File: config.mk
export PLATFORM = sky130hd
export DESIGN_NAME = table_linear_interpolator_core
export DESIGN_NICKNAME = d
export VERILOG_FILES = /design/src/sv/tli_pkg.sv /design/src/sv/tli_ram.sv /design/src/sv/tli_muldiv.sv /design/src/sv/table_linear_interpolator_core.sv
export SDC_FILE = /design/constraint.sdc
export NUM_CORES = 2
export LEC_CHECK = 0
export BUFFER_PORTS_ARGS = -buffer_cell sky130_fd_sc_hd__buf_2
export CORE_ASPECT_RATIO = 1.75
export CORE_MARGIN = 2
export CORE_UTILIZATION = 44
export DETAILED_ROUTE_END_ITERATION = 12
export PLACE_DENSITY_LB_ADDON = 0.12
export SLEW_MARGIN = 30
export SYNTH_ARGS = -nofsm -noshare
export SYNTH_HDL_FRONTEND = slang
export SYNTH_SLANG_ARGS = --single-unit
File: constraint.sdc
create_clock -name clock -period 8.4 [get_ports clock]
set_input_delay 0.84 -clock clock [delete_from_list [all_inputs] [get_ports clock]]
set_output_delay 0.84 -clock clock [all_outputs]
set_load 0.01 [all_outputs]
File: src/sv/tli_pkg.sv
package tli_pkg;

   // Table geometry.
   localparam int TABLE_DEPTH = 64;
   localparam int IDX_W       = $clog2(TABLE_DEPTH);
   localparam int CNT_W       = IDX_W + 1;

   // Search gives up after this many probes and falls back to segment zero.
   localparam int MAX_PROBES = 20;
   localparam int PROBE_W    = $clog2(MAX_PROBES + 1);

   // Field widths.
   localparam int COORD_W  = 16;
   localparam int POINTS_W = 7;
   localparam int ENTRY_W  = 2 * COORD_W;

   localparam logic [POINTS_W-1:0] POINTS_RESET = 7'd33;

   // Operation codes.
   localparam logic OP_WRITE  = 1'b0;
   localparam logic OP_LOOKUP = 1'b1;

   // Clamp kinds reported with each result.
   localparam logic [1:0] KIND_INTERP = 2'd0;
   localparam logic [1:0] KIND_BELOW  = 2'd1;
   localparam logic [1:0] KIND_ABOVE  = 2'd2;

   // Serial arithmetic unit sizing.
   localparam int PROD_W  = 2 * COORD_W;
   localparam int STEP_W  = $clog2(PROD_W);

endpackage

File: src/sv/tli_ram.sv
module tli_ram #(
   parameter int WIDTH = 32,
   parameter int DEPTH = 64
) (
   input  logic                     clock,
   input  logic                     write_enable,
   input  logic [$clog2(DEPTH)-1:0] address,
   input  logic [WIDTH-1:0]         write_data,
   output logic [WIDTH-1:0]         read_data
);

   logic [WIDTH-1:0] mem_ff [DEPTH];
   logic [WIDTH-1:0] read_data_ff;

   // Single port: one address per cycle, written when enabled and always read into a register.
   always_ff @(posedge clock) begin
      if (write_enable) begin
         mem_ff[address] <= write_data;
      end
      read_data_ff <= mem_ff[address];
   end

   assign read_data = read_data_ff;

endmodule

File: src/sv/tli_muldiv.sv
module tli_muldiv
   import tli_pkg::*;
(
   input  logic               clock,
   input  logic               reset,
   input  logic               go,
   input  logic [COORD_W-1:0] multiplicand,
   input  logic [COORD_W-1:0] multiplier,
   input  logic [COORD_W-1:0] divisor,
   output logic               done,
   output logic [PROD_W-1:0]  quotient
);

   localparam logic [1:0] PH_IDLE = 2'd0;
   localparam logic [1:0] PH_MUL  = 2'd1;
   localparam logic [1:0] PH_DIV  = 2'd2;

   logic [1:0]         phase_ff, phase_in;
   logic [STEP_W-1:0]  step_ff, step_in;
   logic               done_ff, done_in;
   logic [COORD_W-1:0] mcand_ff, mcand_in;
   logic [COORD_W-1:0] dvsr_ff, dvsr_in;
   logic [PROD_W-1:0]  prod_ff, prod_in;
   logic [COORD_W:0]   rem_ff, rem_in;

   logic [COORD_W:0]   partial;
   logic [COORD_W:0]   shifted;
   logic [COORD_W+1:0] trial;

   // One multiplier bit per cycle: add the multiplicand into the upper half, shift right.
   assign partial = prod_ff[0]
      ? ({1'b0, prod_ff[PROD_W-1:COORD_W]} + {1'b0, mcand_ff})
      : {1'b0, prod_ff[PROD_W-1:COORD_W]};

   // One quotient bit per cycle: restoring division, dividend shifts out of the top.
   assign shifted = {rem_ff[COORD_W-1:0], prod_ff[PROD_W-1]};
   assign trial   = {1'b0, shifted} - {2'b00, dvsr_ff};

   always_comb begin
      phase_in = phase_ff;
      step_in  = step_ff;
      done_in  = 1'b0;
      mcand_in = mcand_ff;
      dvsr_in  = dvsr_ff;
      prod_in  = prod_ff;
      rem_in   = rem_ff;
      case (phase_ff)
         PH_IDLE: begin
            if (go) begin
               mcand_in = multiplicand;
               dvsr_in  = divisor;
               prod_in  = {{COORD_W{1'b0}}, multiplier};
               step_in  = '0;
               phase_in = PH_MUL;
            end
         end
         PH_MUL: begin
            prod_in = {partial, prod_ff[COORD_W-1:1]};
            step_in = step_ff + 1'b1;
            if (step_ff == STEP_W'(COORD_W - 1)) begin
               step_in  = '0;
               rem_in   = '0;
               phase_in = PH_DIV;
            end
         end
         PH_DIV: begin
            if (!trial[COORD_W+1]) begin
               rem_in  = trial[COORD_W:0];
               prod_in = {prod_ff[PROD_W-2:0], 1'b1};
            end else begin
               rem_in  = shifted;
               prod_in = {prod_ff[PROD_W-2:0], 1'b0};
            end
            step_in = step_ff + 1'b1;
            if (step_ff == STEP_W'(PROD_W - 1)) begin
               done_in  = 1'b1;
               phase_in = PH_IDLE;
            end
         end
         default: begin
            phase_in = PH_IDLE;
         end
      endcase
   end

   // Control state is reset; the datapath is not.
   always_ff @(posedge clock) begin
      if (reset) begin
         phase_ff <= PH_IDLE;
         done_ff  <= 1'b0;
      end else begin
         phase_ff <= phase_in;
         done_ff  <= done_in;
      end
      step_ff  <= step_in;
      mcand_ff <= mcand_in;
      dvsr_ff  <= dvsr_in;
      prod_ff  <= prod_in;
      rem_ff   <= rem_in;
   end

   assign done     = done_ff;
   assign quotient = prod_ff;

endmodule

File: src/sv/table_linear_interpolator_core.sv
// Piecewise-linear table interpolator for linearizing sensor readings.
// Input transactions enter on start while busy is low. A write transaction
// (req_opcode = write) stores req_point_x and req_point_y at req_point_index
// in the same cycle and produces no result; the block stays ready.
// A lookup transaction converts req_sample and produces exactly one result,
// shown on the rsp_ ports for one cycle while rsp_strobe is high.
// The receiver cannot stall; every strobed result must be captured.
// csr_write_enable writes csr_write_data into the point count register,
// which should only change while busy is low and no result is pending.
// A lookup first reads both table ends; a sample below the first x or
// above the last x is clamped and returns that end's y. Otherwise a binary
// search checks the upper, then if needed the lower, point of the middle
// segment, giving up after 20 steps and using segment zero. A vertical segment
// returns its upper y; any other goes through the serial arithmetic.
// The search is paced by the single-port table memory (one read per cycle,
// registered), and the arithmetic by a serial unit that forms the product
// and then the quotient, one bit each cycle.
// Lookups are taken one at a time; busy is high from accept until the
// result is strobed. Reset returns the sequencer to idle and the point
// count to 33; table contents are undefined until written.
module table_linear_interpolator_core
   import tli_pkg::*;
(
   input  logic                clock,
   input  logic                reset,
   input  logic                start,
   output logic                busy,
   input  logic                req_opcode,
   input  logic [5:0]          req_point_index,
   input  logic [15:0]         req_point_x,
   input  logic signed [15:0]  req_point_y,
   input  logic [15:0]         req_sample,
   input  logic                csr_write_enable,
   input  logic [6:0]          csr_write_data,
   output logic                rsp_strobe,
   output logic signed [15:0]  rsp_value,
   output logic [1:0]          rsp_clamp_kind,
   output logic [5:0]          rsp_segment
);

   localparam logic [3:0] S_IDLE     = 4'd0;
   localparam logic [3:0] S_RD_FIRST = 4'd1;
   localparam logic [3:0] S_RD_LAST  = 4'd2;
   localparam logic [3:0] S_PROBE    = 4'd3;
   localparam logic [3:0] S_CHK_HI   = 4'd4;
   localparam logic [3:0] S_CHK_LO   = 4'd5;
   localparam logic [3:0] S_LOAD_HI  = 4'd6;
   localparam logic [3:0] S_LOAD_LO  = 4'd7;
   localparam logic [3:0] S_SETUP    = 4'd8;
   localparam logic [3:0] S_ARITH    = 4'd9;

   logic [3:0]          state_ff, state_in;
   logic [POINTS_W-1:0] points_ff;
   logic [COORD_W-1:0]  sample_ff, sample_in;
   logic [CNT_W-1:0]    count_ff, count_in;
   logic [IDX_W-1:0]    low_ff, low_in;
   logic [IDX_W-1:0]    high_ff, high_in;
   logic [IDX_W-1:0]    mid_ff, mid_in;
   logic [PROBE_W-1:0]  probes_ff, probes_in;
   logic [COORD_W-1:0]  x1_ff, x1_in, x2_ff, x2_in;
   logic [COORD_W-1:0]  y1_ff, y1_in, y2_ff, y2_in;
   logic                neg_ff, neg_in;
   logic                strobe_ff, strobe_in;
   logic [COORD_W-1:0]  value_ff, value_in;
   logic [1:0]          kind_ff, kind_in;
   logic [IDX_W-1:0]    segment_ff, segment_in;

   logic                accept;
   logic                ram_we;
   logic [IDX_W-1:0]    ram_addr;
   logic [ENTRY_W-1:0]  ram_rdata;
   logic [COORD_W-1:0]  rd_x, rd_y;
   logic [CNT_W-1:0]    count_clamped;
   logic [IDX_W-1:0]    last_idx, mid_limit, mid_raw, mid_probe;
   logic [COORD_W:0]    dx, dy;
   logic [COORD_W:0]    dx_mag, dy_mag;
   logic [COORD_W-1:0]  ds;
   logic                arith_go, arith_done;
   logic [PROD_W-1:0]   arith_quo;
   logic [PROD_W:0]     q_signed;
   logic [PROD_W+1:0]   total;
   logic [COORD_W-1:0]  total_sat;

   assign accept = start && (state_ff == S_IDLE);
   assign busy   = (state_ff != S_IDLE);

   // Point count register.
   always_ff @(posedge clock) begin
      if (reset) begin
         points_ff <= POINTS_RESET;
      end else if (csr_write_enable) begin
         points_ff <= csr_write_data;
      end
   end

   // Count of points in use, held to the legal range.
   always_comb begin
      if (points_ff < POINTS_W'(2)) begin
         count_clamped = CNT_W'(2);
      end else if (32'(points_ff) > TABLE_DEPTH) begin
         count_clamped = CNT_W'(TABLE_DEPTH);
      end else begin
         count_clamped = CNT_W'(points_ff);
      end
   end

   assign last_idx  = IDX_W'(count_ff - CNT_W'(1));
   assign mid_limit = IDX_W'(count_ff - CNT_W'(2));
   assign mid_raw   = low_ff + ((high_ff - low_ff) >> 1);
   assign mid_probe = (mid_raw > mid_limit) ? mid_limit : mid_raw;

   assign rd_x = ram_rdata[ENTRY_W-1:COORD_W];
   assign rd_y = ram_rdata[COORD_W-1:0];

   // Breakpoint table: x in the upper half of each entry, y in the lower.
   tli_ram #(
      .WIDTH (ENTRY_W),
      .DEPTH (TABLE_DEPTH)
   ) u_table (
      .clock        (clock),
      .write_enable (ram_we),
      .address      (ram_addr),
      .write_data   ({req_point_x, req_point_y}),
      .read_data    (ram_rdata)
   );

   // Segment differences; the sample never lies below the lower end here.
   assign dx     = {1'b0, x2_ff} - {1'b0, x1_ff};
   assign dy     = {y2_ff[COORD_W-1], y2_ff} - {y1_ff[COORD_W-1], y1_ff};
   assign ds     = sample_ff - x1_ff;
   assign dx_mag = dx[COORD_W] ? (~dx + 1'b1) : dx;
   assign dy_mag = dy[COORD_W] ? (~dy + 1'b1) : dy;

   tli_muldiv u_muldiv (
      .clock        (clock),
      .reset        (reset),
      .go           (arith_go),
      .multiplicand (dy_mag[COORD_W-1:0]),
      .multiplier   (ds),
      .divisor      (dx_mag[COORD_W-1:0]),
      .done         (arith_done),
      .quotient     (arith_quo)
   );

   // Signed quotient, sum with the lower y, saturation to 16 bits.
   assign q_signed = neg_ff ? (~{1'b0, arith_quo} + 1'b1) : {1'b0, arith_quo};
   assign total    = {{(PROD_W + 2 - COORD_W){y1_ff[COORD_W-1]}}, y1_ff}
                   + {q_signed[PROD_W], q_signed};

   always_comb begin
      if (!total[PROD_W+1] && (total[PROD_W:COORD_W-1] != '0)) begin
         total_sat = {1'b0, {(COORD_W-1){1'b1}}};
      end else if (total[PROD_W+1] && (total[PROD_W:COORD_W-1] != '1)) begin
         total_sat = {1'b1, {(COORD_W-1){1'b0}}};
      end else begin
         total_sat = total[COORD_W-1:0];
      end
   end

   // Sequencer: table writes in idle; for lookups, end reads, binary search, then serial arithmetic.
   always_comb begin
      state_in   = state_ff;
      sample_in  = sample_ff;
      count_in   = count_ff;
      low_in     = low_ff;
      high_in    = high_ff;
      mid_in     = mid_ff;
      probes_in  = probes_ff;
      x1_in      = x1_ff;
      y1_in      = y1_ff;
      x2_in      = x2_ff;
      y2_in      = y2_ff;
      neg_in     = neg_ff;
      strobe_in  = 1'b0;
      value_in   = value_ff;
      kind_in    = kind_ff;
      segment_in = segment_ff;
      ram_we     = 1'b0;
      ram_addr   = '0;
      arith_go   = 1'b0;
      case (state_ff)
         S_IDLE: begin
            ram_addr = IDX_W'(req_point_index);
            if (accept) begin
               if (req_opcode == OP_WRITE) begin
                  ram_we = (32'(req_point_index) < TABLE_DEPTH);
               end else begin
                  ram_addr  = '0;
                  sample_in = req_sample;
                  count_in  = count_clamped;
                  state_in  = S_RD_FIRST;
               end
            end
         end
         S_RD_FIRST: begin
            x1_in    = rd_x;
            y1_in    = rd_y;
            ram_addr = last_idx;
            state_in = S_RD_LAST;
         end
         S_RD_LAST: begin
            if (sample_ff < x1_ff) begin
               value_in   = y1_ff;
               kind_in    = KIND_BELOW;
               segment_in = '0;
               strobe_in  = 1'b1;
               state_in   = S_IDLE;
            end else if (sample_ff > rd_x) begin
               value_in   = rd_y;
               kind_in    = KIND_ABOVE;
               segment_in = last_idx;
               strobe_in  = 1'b1;
               state_in   = S_IDLE;
            end else begin
               low_in    = '0;
               high_in   = last_idx;
               probes_in = '0;
               state_in  = S_PROBE;
            end
         end
         S_PROBE: begin
            if ((low_ff <= high_ff) && (probes_ff < PROBE_W'(MAX_PROBES))) begin
               mid_in   = mid_probe;
               ram_addr = mid_probe + 1'b1;
               state_in = S_CHK_HI;
            end else begin
               // Search failed on a table that does not ascend: use segment zero.
               mid_in   = '0;
               ram_addr = IDX_W'(1);
               state_in = S_LOAD_HI;
            end
         end
         S_CHK_HI: begin
            if (sample_ff <= rd_x) begin
               x2_in    = rd_x;
               y2_in    = rd_y;
               ram_addr = mid_ff;
               state_in = S_CHK_LO;
            end else begin
               low_in    = mid_ff + 1'b1;
               probes_in = probes_ff + 1'b1;
               state_in  = S_PROBE;
            end
         end
         S_CHK_LO: begin
            if (sample_ff >= rd_x) begin
               x1_in    = rd_x;
               y1_in    = rd_y;
               state_in = S_SETUP;
            end else begin
               high_in   = mid_ff;
               probes_in = probes_ff + 1'b1;
               state_in  = S_PROBE;
            end
         end
         S_LOAD_HI: begin
            x2_in    = rd_x;
            y2_in    = rd_y;
            ram_addr = mid_ff;
            state_in = S_LOAD_LO;
         end
         S_LOAD_LO: begin
            x1_in    = rd_x;
            y1_in    = rd_y;
            state_in = S_SETUP;
         end
         S_SETUP: begin
            segment_in = mid_ff;
            kind_in    = KIND_INTERP;
            if (x2_ff == x1_ff) begin
               // Vertical segment: take the upper y.
               value_in  = y2_ff;
               strobe_in = 1'b1;
               state_in  = S_IDLE;
            end else begin
               neg_in   = dx[COORD_W] ^ dy[COORD_W];
               arith_go = 1'b1;
               state_in = S_ARITH;
            end
         end
         S_ARITH: begin
            if (arith_done) begin
               value_in  = total_sat;
               strobe_in = 1'b1;
               state_in  = S_IDLE;
            end
         end
         default: begin
            state_in = S_IDLE;
         end
      endcase
   end

   // Control registers take reset; search and result payload do not.
   always_ff @(posedge clock) begin
      if (reset) begin
         state_ff  <= S_IDLE;
         strobe_ff <= 1'b0;
      end else begin
         state_ff  <= state_in;
         strobe_ff <= strobe_in;
      end
      sample_ff  <= sample_in;
      count_ff   <= count_in;
      low_ff     <= low_in;
      high_ff    <= high_in;
      mid_ff     <= mid_in;
      probes_ff  <= probes_in;
      x1_ff      <= x1_in;
      y1_ff      <= y1_in;
      x2_ff      <= x2_in;
      y2_ff      <= y2_in;
      neg_ff     <= neg_in;
      value_ff   <= value_in;
      kind_ff    <= kind_in;
      segment_ff <= segment_in;
   end

   assign rsp_strobe     = strobe_ff;
   assign rsp_value      = value_ff;
   assign rsp_clamp_kind = kind_ff;
   assign rsp_segment    = 6'(segment_ff);

endmodule
## Yosys cells after proc, flatten, opt, wreduce, memory -nomap -nowiden

Memories as Yosys holds them, arrays and structs flattened. A register that Yosys moved wholly into a read port is not among the register bits.
Index checks and enable logic that the tools add are counted.
Widths: inputs -> output; s select.

| cells by class | value |
|---|---|
| $lt $le $gt $ge | 9 |
| $add $sub $neg | 17 |
| reductions and logical operators | 35 |
| equal/unequal tests | 29 |
| muxes and demuxes | 81 |
| bitwise operators | 6 |

Operators with widths:

| cell | number |
|---|---|
| $mux 16 | 14 |
| $pmux 16 s2 | 5 |
| $pmux 32 s3 | 1 |
| $mux 6 | 13 |
| $pmux 16 s3 | 1 |
| $pmux 4 s10 | 1 |
| $pmux 6 s2 | 3 |
| $add 16x33->34 | 1 |
| $sub 16x16->17 | 2 |
| $add 33x1->33 const B | 1 |
| $mux 33 | 1 |
| $not 32->33 | 1 |
| $add 16x1->16 const B | 2 |
| $mux 32 | 1 |
| $not 16->16 | 2 |
| $mux 5 | 6 |
| $pmux 5 s3 | 2 |
| $pmux 6 s5 | 1 |
| $mux 4 | 5 |
| $ne 2x2->1 const B | 10 |
| $mux 2 | 9 |
| $ne 18x18->1 const B | 1 |
| $reduce_bool 18->1 | 1 |
| $sub 17x16->18 | 1 |
| 48 further kinds | 92 |

| storage, ports and cells | value |
|---|---|
| bits in registers | 234 |
| bits in writable memories | 2,048 |
| bits of input ports | 66 |
| memories | 1 |
| word-level logic and storage cells | 203 |
| output and inout port bits | 26 |

Memory list:

| name | words | bits a word | rd ports | clocked after Yosys merged registers in | wr ports | RTL line | RTL |
|---|---|---|---|---|---|---|---|
| u_table.mem_ff | 64 | 32 | 1 | 1 | 1 | tli_ram.sv:12 | `logic [WIDTH-1:0] mem_ff [DEPTH];` |

## Logic depth before layout (Yosys ltp)

| depth | value |
|---|---|
| depth in word-level cells | 10 |
| depth in mapped cells | 30 |
| mapped depth without buffers | 27 |

## Modules after synthesis

From an unflattened synthesis, not the netlist that was laid out.

| second synthesis, totals | value |
|---|---|
| cells, all modules | 6,269 |
| area, all modules | 96,092.2 um^2 |

By module, submodules not included:

| module | cells each | area each (um^2) | instances |
|---|---|---|---|
| tli_ram | 4,386 | 78,109.9 | 1 |
| table_linear_interpolator_core | 1,389 | 12,587.1 | 1 |
| tli_muldiv | 494 | 5,395.2 | 1 |

## Worst setup path after synthesis

No wires, ideal clock.

| path | value |
|---|---|
| path type | register to register |
| from | register low_ff[1] |
| to | memory u_table.mem_ff[0][0] (enable) |
| arrival time | 6,697 ps |
| path buffers | 3 |
| stages on the path, launching flop included | 27 |
| path slack | 1,282 ps |
| clock period less this slack | 7,118 ps |
| data required time | 7,979 ps |
| setup time | 421 ps |
| path through | edfxtp_1 -> inv_1 -> ha_1 -> a21o_1 -> a21oi_1 -> o21bai_1 -> a21oi_1 -> xnor2_1 -> ha_1 -> nor2b_1 -> a221oi_1 -> nand3_1 -> ha_1 -> nand4_1 -> or2_2 -> o31a_1 -> buf_6 -> a21oi_1 -> inv_1 -> ha_1 -> mux4_2 -> a221o_1 -> or3b_1 -> or2_1 -> buf_4 -> clkbuf_1 -> nor2_1 |

| on the way | value |
|---|---|
| longest elaborated chain between the ends | 7 |
| elaborated cells between the ends (all ways) | 9 |
| those cells by class | add/sub (3); order compare (2); mux (3); reduce/logical (1) |

Ends and longest elaborated chain:

| element | RTL line | RTL |
|---|---|---|
| start, declared | table_linear_interpolator_core.sv:56 | `logic [IDX_W-1:0] low_ff, low_in;` |
| start signal, assigned | table_linear_interpolator_core.sv:305 | `low_ff <= low_in;` |
| $sub 6x6->6 | table_linear_interpolator_core.sv:109 | `assign mid_raw = low_ff + ((high_ff - low_ff) >> 1);` |
| $add 6x5->6 * | table_linear_interpolator_core.sv:109 |  |
| $gt 6x6->1 | table_linear_interpolator_core.sv:110 | `assign mid_probe = (mid_raw > mid_limit) ? mid_limit : mid_raw;` |
| $mux 6 * | table_linear_interpolator_core.sv:110 |  |
| named net mid_probe[0] | table_linear_interpolator_core.sv:74 | `logic [IDX_W-1:0] last_idx, mid_limit, mid_raw, mid_probe;` |
| $add 6x1->6 * | table_linear_interpolator_core.sv:224 | `ram_addr = mid_probe + 1'b1;` |
| $mux 6 * | table_linear_interpolator_core.sv:222 | `if ((low_ff <= high_ff) && (probes_ff < PROBE_W'(MAX_PROBES))) begin` |
| $pmux 6 s5 * | table_linear_interpolator_core.sv:181 | `case (state_ff)` |
| end, declared | tli_ram.sv:12 |  |

Mark *: on every way through the listed nets, which the timed path passes. The rest lies on a longest branch.

## Worst setup path after layout

| path | value |
|---|---|
| from | register u_muldiv.prod_ff[4], in the netlist u_muldiv.quotient[4] |
| to | register value_ff[1], in the netlist rsp_value[1] (data pin) |

| on the way | value |
|---|---|
| longest elaborated chain between the ends | 10 |
| elaborated cells between the ends (all ways) | 13 |
| those cells by class | add/sub (2); eq/ne (1); mux (5); bitwise (1); reduce/logical (4) |

Ends and longest elaborated chain:

| element | RTL line | RTL |
|---|---|---|
| start, declared | tli_muldiv.sv:23 | `logic [PROD_W-1:0] prod_ff, prod_in;` |
| start signal, assigned | tli_muldiv.sv:98 | `prod_ff <= prod_in;` |
| $not 32->33 | table_linear_interpolator_core.sv:146 | `assign q_signed = neg_ff ? (~{1'b0, arith_quo} + 1'b1) : {1'b0, arith_quo};` |
| $add 33x1->33 | table_linear_interpolator_core.sv:146 |  |
| $mux 33 * | table_linear_interpolator_core.sv:146 |  |
| $add 16x33->34 * | table_linear_interpolator_core.sv:148 | `+ {q_signed[PROD_W], q_signed};` |
| $ne 18x18->1 | table_linear_interpolator_core.sv:153 | `end else if (total[PROD_W+1] && (total[PROD_W:COORD_W-1] != '1)) begin` |
| $logic_and 1x1->1 | table_linear_interpolator_core.sv:153 |  |
| $mux 16 | table_linear_interpolator_core.sv:153 |  |
| $mux 16 * | table_linear_interpolator_core.sv:151 | `if (!total[PROD_W+1] && (total[PROD_W:COORD_W-1] != '0)) begin` |
| $mux 16 * | table_linear_interpolator_core.sv:282 | `if (arith_done) begin` |
| $pmux 16 s3 * | table_linear_interpolator_core.sv:181 |  |
| named net value_in[1] | table_linear_interpolator_core.sv:64 | `logic [COORD_W-1:0] value_ff, value_in;` |
| end signal, assigned | table_linear_interpolator_core.sv:314 | `value_ff <= value_in;` |
| end, declared | table_linear_interpolator_core.sv:64 |  |

Mark *: on every way through the listed nets, which the timed path passes. The rest lies on a longest branch. The select of a mux whose other input is x is not followed.
A chain may end at the register's enable or synchronous reset.

==> flow_summary.yaml <==
setup_path:
  end_kind: "flop"
  r2r.worst_path.cells: 18
  r2r_start: "u_muldiv.quotient[4]$_DFFE_PP_"
  path_common_cell: "or4_1"
  cpMaxStageDelayCell: "o221ai_1"
  critical_path_class: "flop to flop"
  worstPathRequired_ns: 8.95
  crit_chain: "or4_1, or3_1, nand2b_1, or4_1, nand2_1, xnor2_1, ha_1, and2_1, and3_1, a2111oi_2, o311ai_0, a31oi_1, o21a_1, o22ai_1, nor4b_1, a41o_1, nand3_1, o221ai_1"
  reg2reg_slack_ns: 1.04
  cp_top_family: "simple AND/OR/NAND/NOR gates"
  path_buf_inv: 0
  cp_slowest_stage_delay_ns: 0.72
  cp-start-kind: "flop"
  worstSetupEndpoint: "rsp_value[1]$_DFFE_PP_"
  crit_fanout: 15
  crit_start: "u_muldiv.quotient[4]$_DFFE_PP_"
  critical_path_depth: 18
  r2r_end: "rsp_value[1]$_DFFE_PP_"
  crit_arrival_ns: 7.91
logic_synthesis:
  netlist_area_um2: 99200
  synth_cell_types: 85
  syn-instance-count: 7699
  async_flop_share_pct: 0
  synth_top_cell_area_share_pct: 68.6
  synthesis.nets: 7937
  synth_edf_count: 2267
  synth-main-ff-cell: "edfxtp_1"
  yosys-top-cells-count: "edfxtp_1, nand2_1, nand3_1"
  post_synth.cell_area_avg_um2: 12.9
  synth_area_leaders: "edfxtp_1, nand2_1, nand3_1, a311oi_1, ha_1"
  yosysSeqAreaShare_pct: 69.6
  yosysMostFrequentCell: "edfxtp_1"
  yosysTopAreaCell: "edfxtp_1"
  yosys_register_bits: 2314
  ys_warn_count: 0
sta:
  rsz0062_at_grt: "no"
  worst_slew_pin_slew_ns: 1.04
  slew_viol_final: 0
  finalClockSkew_ns: 0.0591
  fin_ws_ns: 1.04
  setup_tns_ns: 0
  maxSlewHeadroom_pct: 30.2
  period_minus_slack_ns: 7.36
  setup_viol: 0
  max_freq_mhz: 136
  finalCritPeriodShare_pct: 87.6
  finalHoldViolCount: 0
pwr:
  vdd.ir_drop.worst_v: 0.000181
  netSwitchingPower_w: 0.00790
  p_clk_share_pct: 34.1
  p_leak_nw: 37.1
  p_comb_share_pct: 17.6
  netSwitchingFraction_pct: 28.7
  power_density_nw_per_um2: 249
  seqPwrFrac_pct: 48.3
  intPower_w: 0.0197
final_layout:
  regMostFlops: "u_table.mem_ff"
  drive_above_1_share_pct: 9.27
  num-nets-final: 8003
  stdcell_area_um2: 111000
  final_cells: 10800
  utilization_pct: 49.5
  largest_register_ffs: 2048
  area_growth_pct: 11.8
floorplan:
  dieHeight_um: 632
  die_width_um: 363
  ios: 92
  core_area_um2: 224000
  die_area_um2: 229000
  start_util_pct: 44.3
  row_count: 230
global_route:
  grtUsageTotal_pct: 25.5
  grt_pass1_wl_um: 433000
  grt_max_degree: 123
  grt_pass1_vias: 63800
  grt_overflow_total: 0
  antenna_found_initial: 18
clock_network:
  numCtsBuffers: 214
  clk_latency_ns: 0.87
  cts_root_buf: "clkbuf_16"
  clk_path_buf_depth: 4
  worst_setup_hold_path_clk_slew_ns: 0.07
  cts_resized: 0
  clock-sinks: 2314
  cts_hold_buf: 0
  htree_num_levels: 4
  post-cts-setup-buffer-count: 0
  cts_tree: "yes"
placed_design:
  place_area_um2: 104000
  io_buffers: 91
  dp_cells: 10400
  routabilityCongestion: 0.934
  hpwl_um: 192000
  post-place-ws_ns: 1.07
route:
  wl_per_cell_um: 27.4
  drt_iter0_markers: 5482
  routed_via_density: 5.89
  final_antenna_net_count: 0
  num_vias: 63900
  wl_um: 297000
  drc: 0
  dr.pass1.iters: 5
min_path:
  hp-class: "input pin to flop"
status:
  status: "complete, no violations"
job:
  max_cap_violations: 0
==> layout make-up <==
cell class / count / area (µm²)
clock inverter: 100 / 788
timing repair buffer: 337 / 3150
fill: 19300 / 113000
clock buffer: 284 / 5770
tap: 2900 / 3630
antenna: 11 / 27.5
sequential: 2314 / 69000
multi-input combinational: 4749 / 28000
inverter: 149 / 559
==> kinds of logic after synthesis <==
group / count (synthesis) / synth area share [%]
compound gates: 1400 / 10.1
xor+xnor: 164 / 1.45
fa+ha+maj: 172 / 2.23
buf+inv: 636 / 2.85
flops: 2314 / 69.6
mux: 52 / 0.556
simple gates: 2961 / 13.3
==> power groups by stage <==
stage               sequential (W)  combinational, W  clock [W]
CTS                         0.0133           0.00486    0.00959
finish                      0.0133           0.00486    0.00941
global placement            0.0135           0.00482          0
global route                0.0133           0.00525     0.0100
detailed placement          0.0135           0.00485          0
floorplan                   0.0133           0.00300          0
==> metal layers <==
metal | vias to the layer above | wire length, µm | track usage (%) | part of all wire (%)
li1 | 29100 | - | - | -
met1 | 32300 | 109000 | 29.1 | 37
met2 | 1949 | 157000 | 46.9 | 53
met3 | 604 | 14200 | 3.00 | 4.8
met4 | 4 | 17000 | 13.0 | 5.7
met5 | - | 23 | 0 | 0.0077
==> worst min-delay path by stage <==
stage                                      start                        to  cells past startpoint  slack (ns)
CTS                                req_sample[4]    sample_ff[4]$_DFFE_PP_                      1        0.11
global placement        u_muldiv.done$_SDFF_PP0_  state_ff[0]$_SDFFE_PP0P_                      1        0.46
global route                       req_sample[8]    sample_ff[8]$_DFFE_PP_                      1        0.14
finish                             req_sample[4]    sample_ff[4]$_DFFE_PP_                      1        0.17
floorplan           u_table.read_data[2]$_DFF_P_        y1_ff[2]$_DFFE_PP_                      0        0.42
detailed placement      u_muldiv.done$_SDFF_PP0_  state_ff[0]$_SDFFE_PP0P_                      1        0.46
==> cell usage in the layout, fill, tap and decap left out, drive strengths merged, types with 128 or more instances in the layout <==
cell type     n
inv         151
clkbuf      284
and2        273
ha          164
o22ai       128
nor2        234
buf         337
a211oi      265
edfxtp     2267
a31oi       266
nand2      1653
a21oi       142
a311oi      252
nand3       546
==> per-stage QoR <==
step | hold slack (ns) | total power (W)
floorplan | 0.417 | 0.0163
global placement | 0.459 | 0.0184
detailed placement | 0.461 | 0.0184
CTS | 0.110 | 0.0278
global route | 0.138 | 0.0285
finish | 0.167 | 0.0276
No activity file was read; power rests on OpenSTA's default activity.
